## src/hw/rtl/urx_pkg.sv

```systemverilog
// shared types and constants for the receive fifo with rts hysteresis
// no dependencies; used by urx_ctrl, uart_rx_fifo_rts_hysteresis and the testbench
package urx_pkg;

  // fifo geometry
  localparam int DEPTH  = 256;
  localparam int ADDR_W = $clog2(DEPTH);
  localparam int FREE_W = $clog2(DEPTH + 1);
  localparam int DATA_W = 8;
  localparam int LVL_W  = 9;

  // level register reset values, clamped to the register width
  localparam int LVL_MAX       = (1 << LVL_W) - 1;
  localparam int PAUSE_RST_I   = (DEPTH / 4 > LVL_MAX) ? LVL_MAX : DEPTH / 4;
  localparam int RESUME_RST_I  = (DEPTH / 2 > LVL_MAX) ? LVL_MAX : DEPTH / 2;
  localparam logic [LVL_W-1:0] PAUSE_RST  = LVL_W'(PAUSE_RST_I);
  localparam logic [LVL_W-1:0] RESUME_RST = LVL_W'(RESUME_RST_I);

  // opcodes
  localparam logic OP_RX   = 1'b0;
  localparam logic OP_READ = 1'b1;

  // configuration register indexes
  localparam int CFG_IDX_W = 1;
  localparam logic [CFG_IDX_W-1:0] REG_PAUSE  = 1'b0;
  localparam logic [CFG_IDX_W-1:0] REG_RESUME = 1'b1;

  // input word
  typedef struct packed {
    logic              opcode;
    logic [DATA_W-1:0] rx_byte;
  } in_t;

  // result word
  typedef struct packed {
    logic [DATA_W-1:0] read_byte;
    logic              read_valid;
    logic              rts_level;
    logic              data_waiting;
    logic              overrun;
  } out_t;

  // memory request from control to the byte store
  typedef struct packed {
    logic              we;
    logic [ADDR_W-1:0] waddr;
    logic [DATA_W-1:0] wdata;
    logic              re;
    logic [ADDR_W-1:0] raddr;
  } mem_req_t;

endpackage

```

## src/hw/rtl/uart_rx_fifo_rts_hysteresis.sv

```systemverilog
// the result of a word is registered at the edge that accepts it
// throughput: one word per cycle while the receiver takes results; the result register refills whenever it is taken
// the byte store read port registers the oldest byte alongside the result flags
// reset (rst, synchronous, active high): fifo empty, rts clear, levels at depth/4
// and depth/2, no result pending; byte store contents are not cleared
module uart_rx_fifo_rts_hysteresis (
  input  logic                          clk,
  input  logic                          rst,
  input  logic                          in_valid,
  output logic                          in_ready,
  input  urx_pkg::in_t                  in_data,
  output logic                          out_valid,
  input  logic                          out_ready,
  output urx_pkg::out_t                 out_data,
  input  logic                          cfg_valid,
  output logic                          cfg_ready,
  input  logic [urx_pkg::CFG_IDX_W-1:0] cfg_index,
  input  logic [urx_pkg::LVL_W-1:0]     cfg_data
);

  logic                       accept;
  urx_pkg::mem_req_t          mem_req;
  urx_pkg::out_t              result, result_q;
  logic [urx_pkg::DATA_W-1:0] rdata;

  // handshakes
  assign in_ready  = !out_valid || out_ready;
  assign accept    = in_valid && in_ready;
  assign cfg_ready = 1'b1;

  urx_ctrl u_ctrl (
    .clk       (clk),
    .rst       (rst),
    .accept    (accept),
    .in_data   (in_data),
    .cfg_we    (cfg_valid && cfg_ready),
    .cfg_index (cfg_index),
    .cfg_data  (cfg_data),
    .mem_req   (mem_req),
    .result    (result)
  );

  urx_ram #(
    .DATA_W (urx_pkg::DATA_W),
    .ADDR_W (urx_pkg::ADDR_W)
  ) u_ram (
    .clk   (clk),
    .we    (mem_req.we),
    .waddr (mem_req.waddr),
    .wdata (mem_req.wdata),
    .re    (mem_req.re),
    .raddr (mem_req.raddr),
    .rdata (rdata)
  );

  // result register
  always_ff @(posedge clk) begin
    if (rst) begin
      out_valid <= 1'b0;
    end else if (in_ready) begin
      out_valid <= in_valid;
    end
  end

  always_ff @(posedge clk) begin
    if (accept) begin
      result_q <= result;
    end
  end

  // read byte comes straight from the store read register
  always_comb begin
    out_data           = result_q;
    out_data.read_byte = result_q.read_valid ? rdata : '0;
  end

endmodule

```

## src/hw/rtl/urx_ram.sv

```systemverilog
// generic single write port, single read port ram with registered read data
// no dependencies
module urx_ram #(
  parameter int DATA_W = 8,
  parameter int ADDR_W = 8
) (
  input  logic              clk,
  input  logic              we,
  input  logic [ADDR_W-1:0] waddr,
  input  logic [DATA_W-1:0] wdata,
  input  logic              re,
  input  logic [ADDR_W-1:0] raddr,
  output logic [DATA_W-1:0] rdata
);

  logic [DATA_W-1:0] mem [(1 << ADDR_W)];

  // write port
  always_ff @(posedge clk) begin
    if (we) begin
      mem[waddr] <= wdata;
    end
  end

  // read port, data held until the next read
  always_ff @(posedge clk) begin
    if (re) begin
      rdata <= mem[raddr];
    end
  end

endmodule

```

## src/hw/rtl/urx_ctrl.sv

```systemverilog
// fifo pointers, free space count, rts hysteresis and level registers
// depends on urx_pkg
module urx_ctrl (
  input  logic                           clk,
  input  logic                           rst,
  input  logic                           accept,
  input  urx_pkg::in_t                   in_data,
  input  logic                           cfg_we,
  input  logic [urx_pkg::CFG_IDX_W-1:0]  cfg_index,
  input  logic [urx_pkg::LVL_W-1:0]      cfg_data,
  output urx_pkg::mem_req_t              mem_req,
  output urx_pkg::out_t                  result
);

  logic [urx_pkg::ADDR_W-1:0] write_index, write_index_next;
  logic [urx_pkg::ADDR_W-1:0] read_index, read_index_next;
  logic [urx_pkg::FREE_W-1:0] free_space, free_space_next;
  logic                       rts_paused, rts_paused_next;
  logic [urx_pkg::LVL_W-1:0]  pause_level, resume_level;
  logic                       is_rx, full, empty, do_write, do_read;

  localparam logic [urx_pkg::FREE_W-1:0] FREE_FULL = urx_pkg::FREE_W'(urx_pkg::DEPTH);
  localparam logic [urx_pkg::ADDR_W-1:0] LAST_IDX  = urx_pkg::ADDR_W'(urx_pkg::DEPTH - 1);
  // level compares run at the wider of the count and level widths
  localparam int CMP_W = (urx_pkg::FREE_W > urx_pkg::LVL_W) ? urx_pkg::FREE_W : urx_pkg::LVL_W;

  // decode the word against the current fill state
  always_comb begin
    is_rx    = (in_data.opcode == urx_pkg::OP_RX);
    full     = (free_space == '0);
    empty    = (free_space == FREE_FULL);
    do_write = is_rx && !full;
    do_read  = !is_rx && !empty;
  end

  // next pointers and free space
  always_comb begin
    write_index_next = write_index;
    read_index_next  = read_index;
    free_space_next  = free_space;
    if (do_write) begin
      write_index_next = (write_index == LAST_IDX) ? '0 : write_index + 1'b1;
      free_space_next  = free_space - 1'b1;
    end else if (do_read) begin
      read_index_next = (read_index == LAST_IDX) ? '0 : read_index + 1'b1;
      free_space_next = free_space + 1'b1;
    end
  end

  // rts hysteresis: pause checked on received bytes, resume on reads
  always_comb begin
    rts_paused_next = rts_paused;
    if (is_rx) begin
      if (!rts_paused && (CMP_W'(free_space_next) < CMP_W'(pause_level))) begin
        rts_paused_next = 1'b1;
      end
    end else begin
      if (rts_paused && (CMP_W'(free_space_next) > CMP_W'(resume_level))) begin
        rts_paused_next = 1'b0;
      end
    end
  end

  // byte store request and result flags
  always_comb begin
    mem_req.we           = accept && do_write;
    mem_req.waddr        = write_index;
    mem_req.wdata        = in_data.rx_byte;
    mem_req.re           = accept && do_read;
    mem_req.raddr        = read_index;
    result.read_byte     = '0;
    result.read_valid    = do_read;
    result.rts_level     = rts_paused_next;
    result.data_waiting  = (free_space_next != FREE_FULL);
    result.overrun       = is_rx && full;
  end

  // state update on each accepted word
  always_ff @(posedge clk) begin
    if (rst) begin
      write_index <= '0;
      read_index  <= '0;
      free_space  <= FREE_FULL;
      rts_paused  <= 1'b0;
    end else if (accept) begin
      write_index <= write_index_next;
      read_index  <= read_index_next;
      free_space  <= free_space_next;
      rts_paused  <= rts_paused_next;
    end
  end

  // level registers
  always_ff @(posedge clk) begin
    if (rst) begin
      pause_level  <= urx_pkg::PAUSE_RST;
      resume_level <= urx_pkg::RESUME_RST;
    end else if (cfg_we) begin
      unique case (cfg_index)
        urx_pkg::REG_PAUSE:  pause_level  <= cfg_data;
        urx_pkg::REG_RESUME: resume_level <= cfg_data;
        default: ;
      endcase
    end
  end

endmodule

```

## config.mk

```make
export PLATFORM = sky130hd
export DESIGN_NAME = uart_rx_fifo_rts_hysteresis
export DESIGN_NICKNAME = d
export VERILOG_FILES = /design/src/hw/rtl/urx_pkg.sv /design/src/hw/rtl/uart_rx_fifo_rts_hysteresis.sv /design/src/hw/rtl/urx_ram.sv /design/src/hw/rtl/urx_ctrl.sv
export SDC_FILE = /design/constraint.sdc
export NUM_CORES = 2
export LEC_CHECK = 0
export BUFFER_PORTS_ARGS = -buffer_cell sky130_fd_sc_hd__buf_2
export CAP_MARGIN = 20
export CELL_PAD_IN_SITES_DETAIL_PLACEMENT = 1
export CELL_PAD_IN_SITES_GLOBAL_PLACEMENT = 2
export CORE_ASPECT_RATIO = 1.4
export CORE_MARGIN = 2
export CORE_UTILIZATION = 43
export CTS_BUF_LIST = sky130_fd_sc_hd__clkbuf_4
export CTS_CLUSTER_DIAMETER = 50
export DETAILED_ROUTE_END_ITERATION = 10
export GPL_TIMING_DRIVEN = 0
export HOLD_SLACK_MARGIN = 0.03
export PLACE_DENSITY_LB_ADDON = 0.15
export SYNTH_ARGS = -nofsm -noshare
export SYNTH_HDL_FRONTEND = slang
export SYNTH_SLANG_ARGS = --single-unit
```

## constraint.sdc

```tcl
create_clock -name clk -period 3.03 [get_ports clk]
set_clock_uncertainty 0.05 [all_clocks]
set_input_delay 0.4545 -clock clk [delete_from_list [all_inputs] [get_ports clk]]
set_output_delay 0.4545 -clock clk [all_outputs]
set_load 0.01 [all_outputs]
```

Word level (Yosys, flattened, before mapping):

Memories as Yosys holds them, arrays and structs flattened. A register that Yosys moved wholly into a read port is not among the register bits.
Index checks and enable logic that the tools add are counted.

* add/sub/neg operators: 4
* $lt $le $gt $ge: 2
* equality and inequality tests: 4
* multiplexer cells: 10
* bitwise operators: 3
* reductions and logical operators: 18

Operator list (count)
* 8-bit 2-to-1 mux: 3
* 9-bit 2-to-1 mux: 2
* 8-bit by 1-bit adder with 8-bit output (second input constant): 2
* 8-bit equality test (second input constant): 2
* 9-bit by 1-bit adder with 9-bit output (second input constant): 1
* 9-bit equality test (second input constant): 1
* 9-bit greater-than comparator: 1
* 9-bit zero test: 1
* 9-bit less-than comparator: 1
* 9-bit inequality test (second input constant): 1
* 9-bit by 1-bit subtractor with 9-bit output (second input constant): 1
* 1-bit logical AND: 8
* 2-bit AND reduction: 3
* 1-bit 2-to-1 mux: 5
* 1-bit zero test: 4
* 1-bit inverter: 3
* 3-bit AND reduction: 1
* 1-bit logical OR: 1

* register bits after elaboration: 49
* RAM bits: 2048
* input bits: 24
* output and inout port bits: 15
* word-level logic and storage cells: 53
* memories: 1

Memories
* u_ram.mem: depth 256, bits a word 8, rd ports 1, clocked after Yosys merged registers in 1, wr ports 1, RTL line urx_ram.sv:16 `logic [DATA_W-1:0] mem [(1 << ADDR_W)];`

Depth between registers and ports, before layout:

* word-level depth: 9
* depth in mapped cells: 15
* gate-level depth less buffers: 15

Modules after synthesis:

Synthesis repeated with hierarchy kept, for this count alone.

* cell total of the unflattened synthesis: 4120
* area, all modules: 82825.7 µm²

By module, submodules not included
* urx_ram: times used 1, cells each 3733, area each 79636.4 µm², sequential area each 61739.2 µm²
* urx_ctrl: times used 1, cells each 368, area each 2952.8 µm², sequential area each 880.8 µm²
* uart_rx_fifo_rts_hysteresis: times used 1, cells each 19, area each 236.5 µm², sequential area each 140.1 µm²

Worst setup path before layout:

Ideal clock, no wire load.

* path type: reg-to-reg
* start: reg u_ctrl.free_space[0] (netlist bit)
* end: reg result_q, in the netlist out_data[2], data pin
* setup time: 0.257 ns
* arrival time: 2.979 ns
* required time: 2.723 ns
* slack: -0.256 ns
* cell stages (with the launch flop): 14
* buffers on the path: 0
* clock period less this slack: 3.286 ns
* path through: dfxtp_1 -> inv_1 -> ha_1 -> nor2b_1 -> a31oi_1 -> a41oi_1 -> nor2_1 -> xor2_1 -> ha_1 -> nand4_1 -> nor2_1 -> a221o_1 -> or2_2 -> a32o_1

RTL lines
* from (decl): RTL line urx_ctrl.sv:17 `logic [urx_pkg::FREE_W-1:0] free_space, free_space_next;`
* from (signal assigned): RTL line urx_ctrl.sv:88 `free_space <= free_space_next;`
* to (signal assigned): RTL line uart_rx_fifo_rts_hysteresis.sv:67 `result_q <= result;`
* to (decl): RTL line uart_rx_fifo_rts_hysteresis.sv:23 `urx_pkg::out_t result, result_q;`

==> run metrics <==
Hold Crit Depth 2; global router's overall resource usage 0.376; pin count of the biggest net entering global routing roughly 140; Synth Area per Inst slightly below 20 um^2; summed instance area of the synthesized netlist between 0.08 and 0.09 mm^2; Worst-Skew Late Latency 1330 ps; H-tree lvl count 6; core utilization of the finished layout 0.539; Initial Utilization 0.433; standard cell core area approximately 0.19 mm^2; initial antenna violation count 26; post-CTS clock slew at the launch and capture registers of the worst setup and hold paths approximately 70 ps; sequential element share of the synthesized area 0.757; startpoint of the worst hold path in_data[2]; die footprint between 0.15 and 0.2 mm^2; number of flip-flops and latches in the synthesized netlist ~2.1k; Syn Nets approximately 4.2k; remaining routing DRC violations 0; Total Nets Final about 5.2k; highest clock frequency the design can meet between 0.2 and 0.3 GHz; total area of sequential cells around 0.063 mm^2; Initial DRT Pass Iterations 6; met1 layer usage reported by global route 0.454; Place WS -2490 ps; outcome finished, violations left; hpwl dp around 240 mm; category of the worst setup path launch point flop; standard cell with the maximum stage delay on the critical path sky130_fd_sc_hd__o211ai_1; class of the worst hold path in2reg; part of the cycle the worst path needs 1.17; Critical path buffers and inverters 3; Worst EP required approximately 4000 ps; area added between synthesis and finish 24.5%; failing checks setup timing; Crit Reg-Reg Startpoint u_ctrl.read_index[3]$_SDFFE_PP0P_; max_cap viols 0; final hold vios 0; endpoint class of the critical path flop; Leakage Power 32.6 nW; routing layer with the top usage in global route met2; normalized max-slew margin 0.0498; via count of the first global-routing pass ~52k; number of distinct library cells after synthesis 85; weighted congestion reported at the end of routability-driven placement about 0.98; number of top-level design ports 39; number of warnings printed during yosys synthesis 0; GR Layer Usage met2 0.598; Max Buffers Root-to-Sink 4; Die Ht about 520 um; per-cell routed wire length about 47 um; total area of multi-input combinational cells 0.0216 mm^2; arrival time reported for the critical path endpoint about 4500 ps; die width 375 um; cell chosen for the clock root sky130_fd_sc_hd__clkbuf_4; Worst Path Max Fanout 10; vias per cell 6.55; detailed-route wire length 375 mm; cells along the critical path buf_4 > buf_4 > clkbuf_8 > mux4_2 > nor3_1 > a31oi_1 > o211ai_1 > a32oi_2; setup repair after global routing missed its margin true; commonest non-fill, non-tap cell in the layout sky130_fd_sc_hd__edfxtp_1; fin. max-slew vios 0; minimum clock period after layout 3550 ps; worst IR drop on VDD about 0.39 mV; ratio of cells with drive above 1 in the final layout 0.427; transition time at the pin with the least slew margin between 1000 and 1500 ps; power density over the cells 614 mW/mm^2; TritonCTS clock tree yes; via total after detailed routing 52.6k; most frequent CP cell sky130_fd_sc_hd__buf_4; hold endpoint u_ram.mem[129][2]$_DFFE_PP_; fill cell count 17.2k; number of buffers inserted during clock tree synthesis roughly 540; total of buffers placed on input and output ports 36; initial detailed-routing violation count between 8k and 9k; clock sinks about 2.1k; Top delay family on crit path buffers and inverters; number of nets still failing antenna checks after routing 0; number of synthesized flops with an enable pin around 2.1k; slowest stage delay, CP roughly 700 ps; classification of the worst setup path reg2reg; number of instances in the synthesized netlist about 4.2k; commonest non-fill, non-tap cells in the layout sky130_fd_sc_hd__edfxtp_1, sky130_fd_sc_hd__clkbuf_4, sky130_fd_sc_hd__mux4_2; top flip-flop cell by instance count after synthesis sky130_fd_sc_hd__edfxtp_1; number of placement rows 190; slack of the critical path -521 ps; async set-reset flop share out of synthesis 0; end of the worst register-to-register path u_ram.rdata[4]$_DFFE_PP_; first-pass GRT wire length ~480 mm; met3 capacity usage during global routing 0.0835; total setup violations reported at the end of the flow 10; Worst Reg2Reg Path Length in Cells 8; worst reg-to-reg setup slack -520 ps; overflow left after global routing 0
## flip-flops by register name, indices dropped and copies added, names as in the netlist
name / flops
u_ram.rdata: 8
out_valid: 1
u_ctrl.read_index: 8
out_data: 4
u_ctrl.pause_level: 9
u_ctrl.rts_paused: 1
u_ctrl.free_space: 9
u_ram.mem: 2048
u_ctrl.resume_level: 9
u_ctrl.write_index: 8
## logic make-up (layout without fill, tap and decap cells)
| group | after synthesis | in the layout | share of synthesized area |
|---|---|---|---|
| buffers and inverters | 280 | 1597 | 0.0208 |
| muxes | 656 | 656 | 0.144 |
| xor gates and xnor gates | 18 | 18 | 0.00190 |
| other | 1 | 17 | 0.0000452 |
| and+or+nand+nor | 636 | 636 | 0.0335 |
| DFF | 2105 | 2105 | 0.757 |
| adders and majority gates | 25 | 25 | 0.00377 |
| AOI/OAI and AO/OA | 475 | 475 | 0.0399 |
## how the worst max path moves through the flow
stage	from	endpoint	slack, ps	cells past startpoint
floorplan	u_ctrl.free_space[2]$_SDFFE_PP0P_	out_data[2]$_DFFE_PP_	10	12
global placement	u_ctrl.read_index[3]$_SDFFE_PP0P_	u_ram.rdata[7]$_DFFE_PP_	-3300	8
detailed placement	u_ctrl.read_index[3]$_SDFFE_PP0P_	u_ram.rdata[0]$_DFFE_PP_	-2490	9
CTS	u_ctrl.free_space[2]$_SDFFE_PP0P_	out_data[2]$_DFFE_PP_	-470	12
global route	u_ctrl.free_space[6]$_SDFFE_PP0P_	out_data[2]$_DFFE_PP_	-420	11
finish	u_ctrl.read_index[3]$_SDFFE_PP0P_	u_ram.rdata[4]$_DFFE_PP_	-520	8
## power breakdown
part,switching [mW],internal [mW],leakage (nW)
logic,3.96,2.80,9.79
registers,0.0518,32.0,18.9
clock network,12.1,12.5,3.91
## layout make-up
class,instances,area share
flip-flops and latches,2105,0.608
multi-input cells,1811,0.210
clock buffers,762,0.0554
repair buffers,439,0.0517
plain buffers,244,0.0360
well taps,2496,0.0302
clock inverters,124,0.00781
inverters,28,0.00124
diodes,16,0.000388
## cells in the mapped netlist, types with 7 or more instances
| cell | n | share of area |
|---|---|---|
| sky130_fd_sc_hd__a211oi_1 | 26 | 0.0024 |
| sky130_fd_sc_hd__a31oi_1 | 13 | 0.00098 |
| sky130_fd_sc_hd__edfxtp_1 | 2060 | 0.75 |
| sky130_fd_sc_hd__o22ai_1 | 17 | 0.0013 |
| sky130_fd_sc_hd__a21oi_1 | 120 | 0.0072 |
| sky130_fd_sc_hd__o21ai_0 | 52 | 0.0031 |
| sky130_fd_sc_hd__mux4_2 | 426 | 0.12 |
| sky130_fd_sc_hd__mux2i_1 | 224 | 0.027 |
| sky130_fd_sc_hd__o21ai_1 | 17 | 0.0010 |
| sky130_fd_sc_hd__buf_12 | 8 | 0.0019 |
| sky130_fd_sc_hd__a22oi_1 | 46 | 0.0042 |
| sky130_fd_sc_hd__a221oi_1 | 61 | 0.0064 |
| sky130_fd_sc_hd__and2_1 | 16 | 0.0012 |
| sky130_fd_sc_hd__xnor2_1 | 12 | 0.0013 |
| sky130_fd_sc_hd__clkbuf_1 | 107 | 0.0048 |
| sky130_fd_sc_hd__nor2_1 | 316 | 0.014 |
| sky130_fd_sc_hd__nor2b_1 | 19 | 0.0014 |
| sky130_fd_sc_hd__and3_1 | 7 | 0.00053 |
| sky130_fd_sc_hd__buf_4 | 28 | 0.0025 |
| sky130_fd_sc_hd__nand2b_1 | 8 | 0.00060 |
| sky130_fd_sc_hd__nand4_1 | 13 | 0.00098 |
| sky130_fd_sc_hd__o211ai_1 | 15 | 0.0014 |
| sky130_fd_sc_hd__buf_1 | 11 | 0.00050 |
| sky130_fd_sc_hd__nand2_1 | 144 | 0.0065 |
| sky130_fd_sc_hd__inv_1 | 25 | 0.0011 |
| sky130_fd_sc_hd__nor3_1 | 28 | 0.0017 |
| sky130_fd_sc_hd__dfxtp_1 | 45 | 0.011 |
| sky130_fd_sc_hd__buf_2 | 57 | 0.0034 |
| sky130_fd_sc_hd__ha_1 | 25 | 0.0038 |
| sky130_fd_sc_hd__a2bb2oi_1 | 8 | 0.00084 |
| sky130_fd_sc_hd__nand3_1 | 55 | 0.0033 |
| sky130_fd_sc_hd__buf_8 | 16 | 0.0029 |
| sky130_fd_sc_hd__o221ai_1 | 21 | 0.0022 |
| sky130_fd_sc_hd__buf_6 | 25 | 0.0034 |
## worst register-to-register path, stage by stage (launching register included)
cell	delay, ps
sky130_fd_sc_hd__dfxtp_2	490
sky130_fd_sc_hd__buf_4	300
sky130_fd_sc_hd__buf_4	440
sky130_fd_sc_hd__clkbuf_8	390
sky130_fd_sc_hd__mux4_2	420
sky130_fd_sc_hd__nor3_1	170
sky130_fd_sc_hd__a31oi_1	90
sky130_fd_sc_hd__o211ai_1	700
sky130_fd_sc_hd__a32oi_2	250
## metal layers
metal / routed length, um / vias up
li1: - / 19600
met1: 127000 / 27900
met2: 176000 / 4035
met3: 38300 / 1073
met4: 34200 / 2
met5: 11 / -
## stage by stage
step / std cells / hold slack [ps] / setup TNS, ps / total power, mW / cell area [um^2]
finish: 8025 / 94.2 / -3670 / 63.4 / 103000
global route: 8015 / 92.3 / -6870 / 64.7 / 103000
CTS: 7876 / 46.5 / -20270 / 62.6 / 101000
detailed placement: 6775 / 403 / -2492960 / 37.6 / 87400
global placement: 6728 / 395 / -7092200 / 37.6 / 86300
floorplan: 4196 / 386 / 0 / 35.0 / 83000
## timing repair
item,CTS,global route
resized for setup,1025,249
pin swaps,70,81
endpoints found under the setup margin,2075,1336
cloned,5,6
hold buffers,46,0
endpoints found under the hold margin,1372,0
setup buffers,167,135
Note: power is estimated with default switching activity, not from simulation.
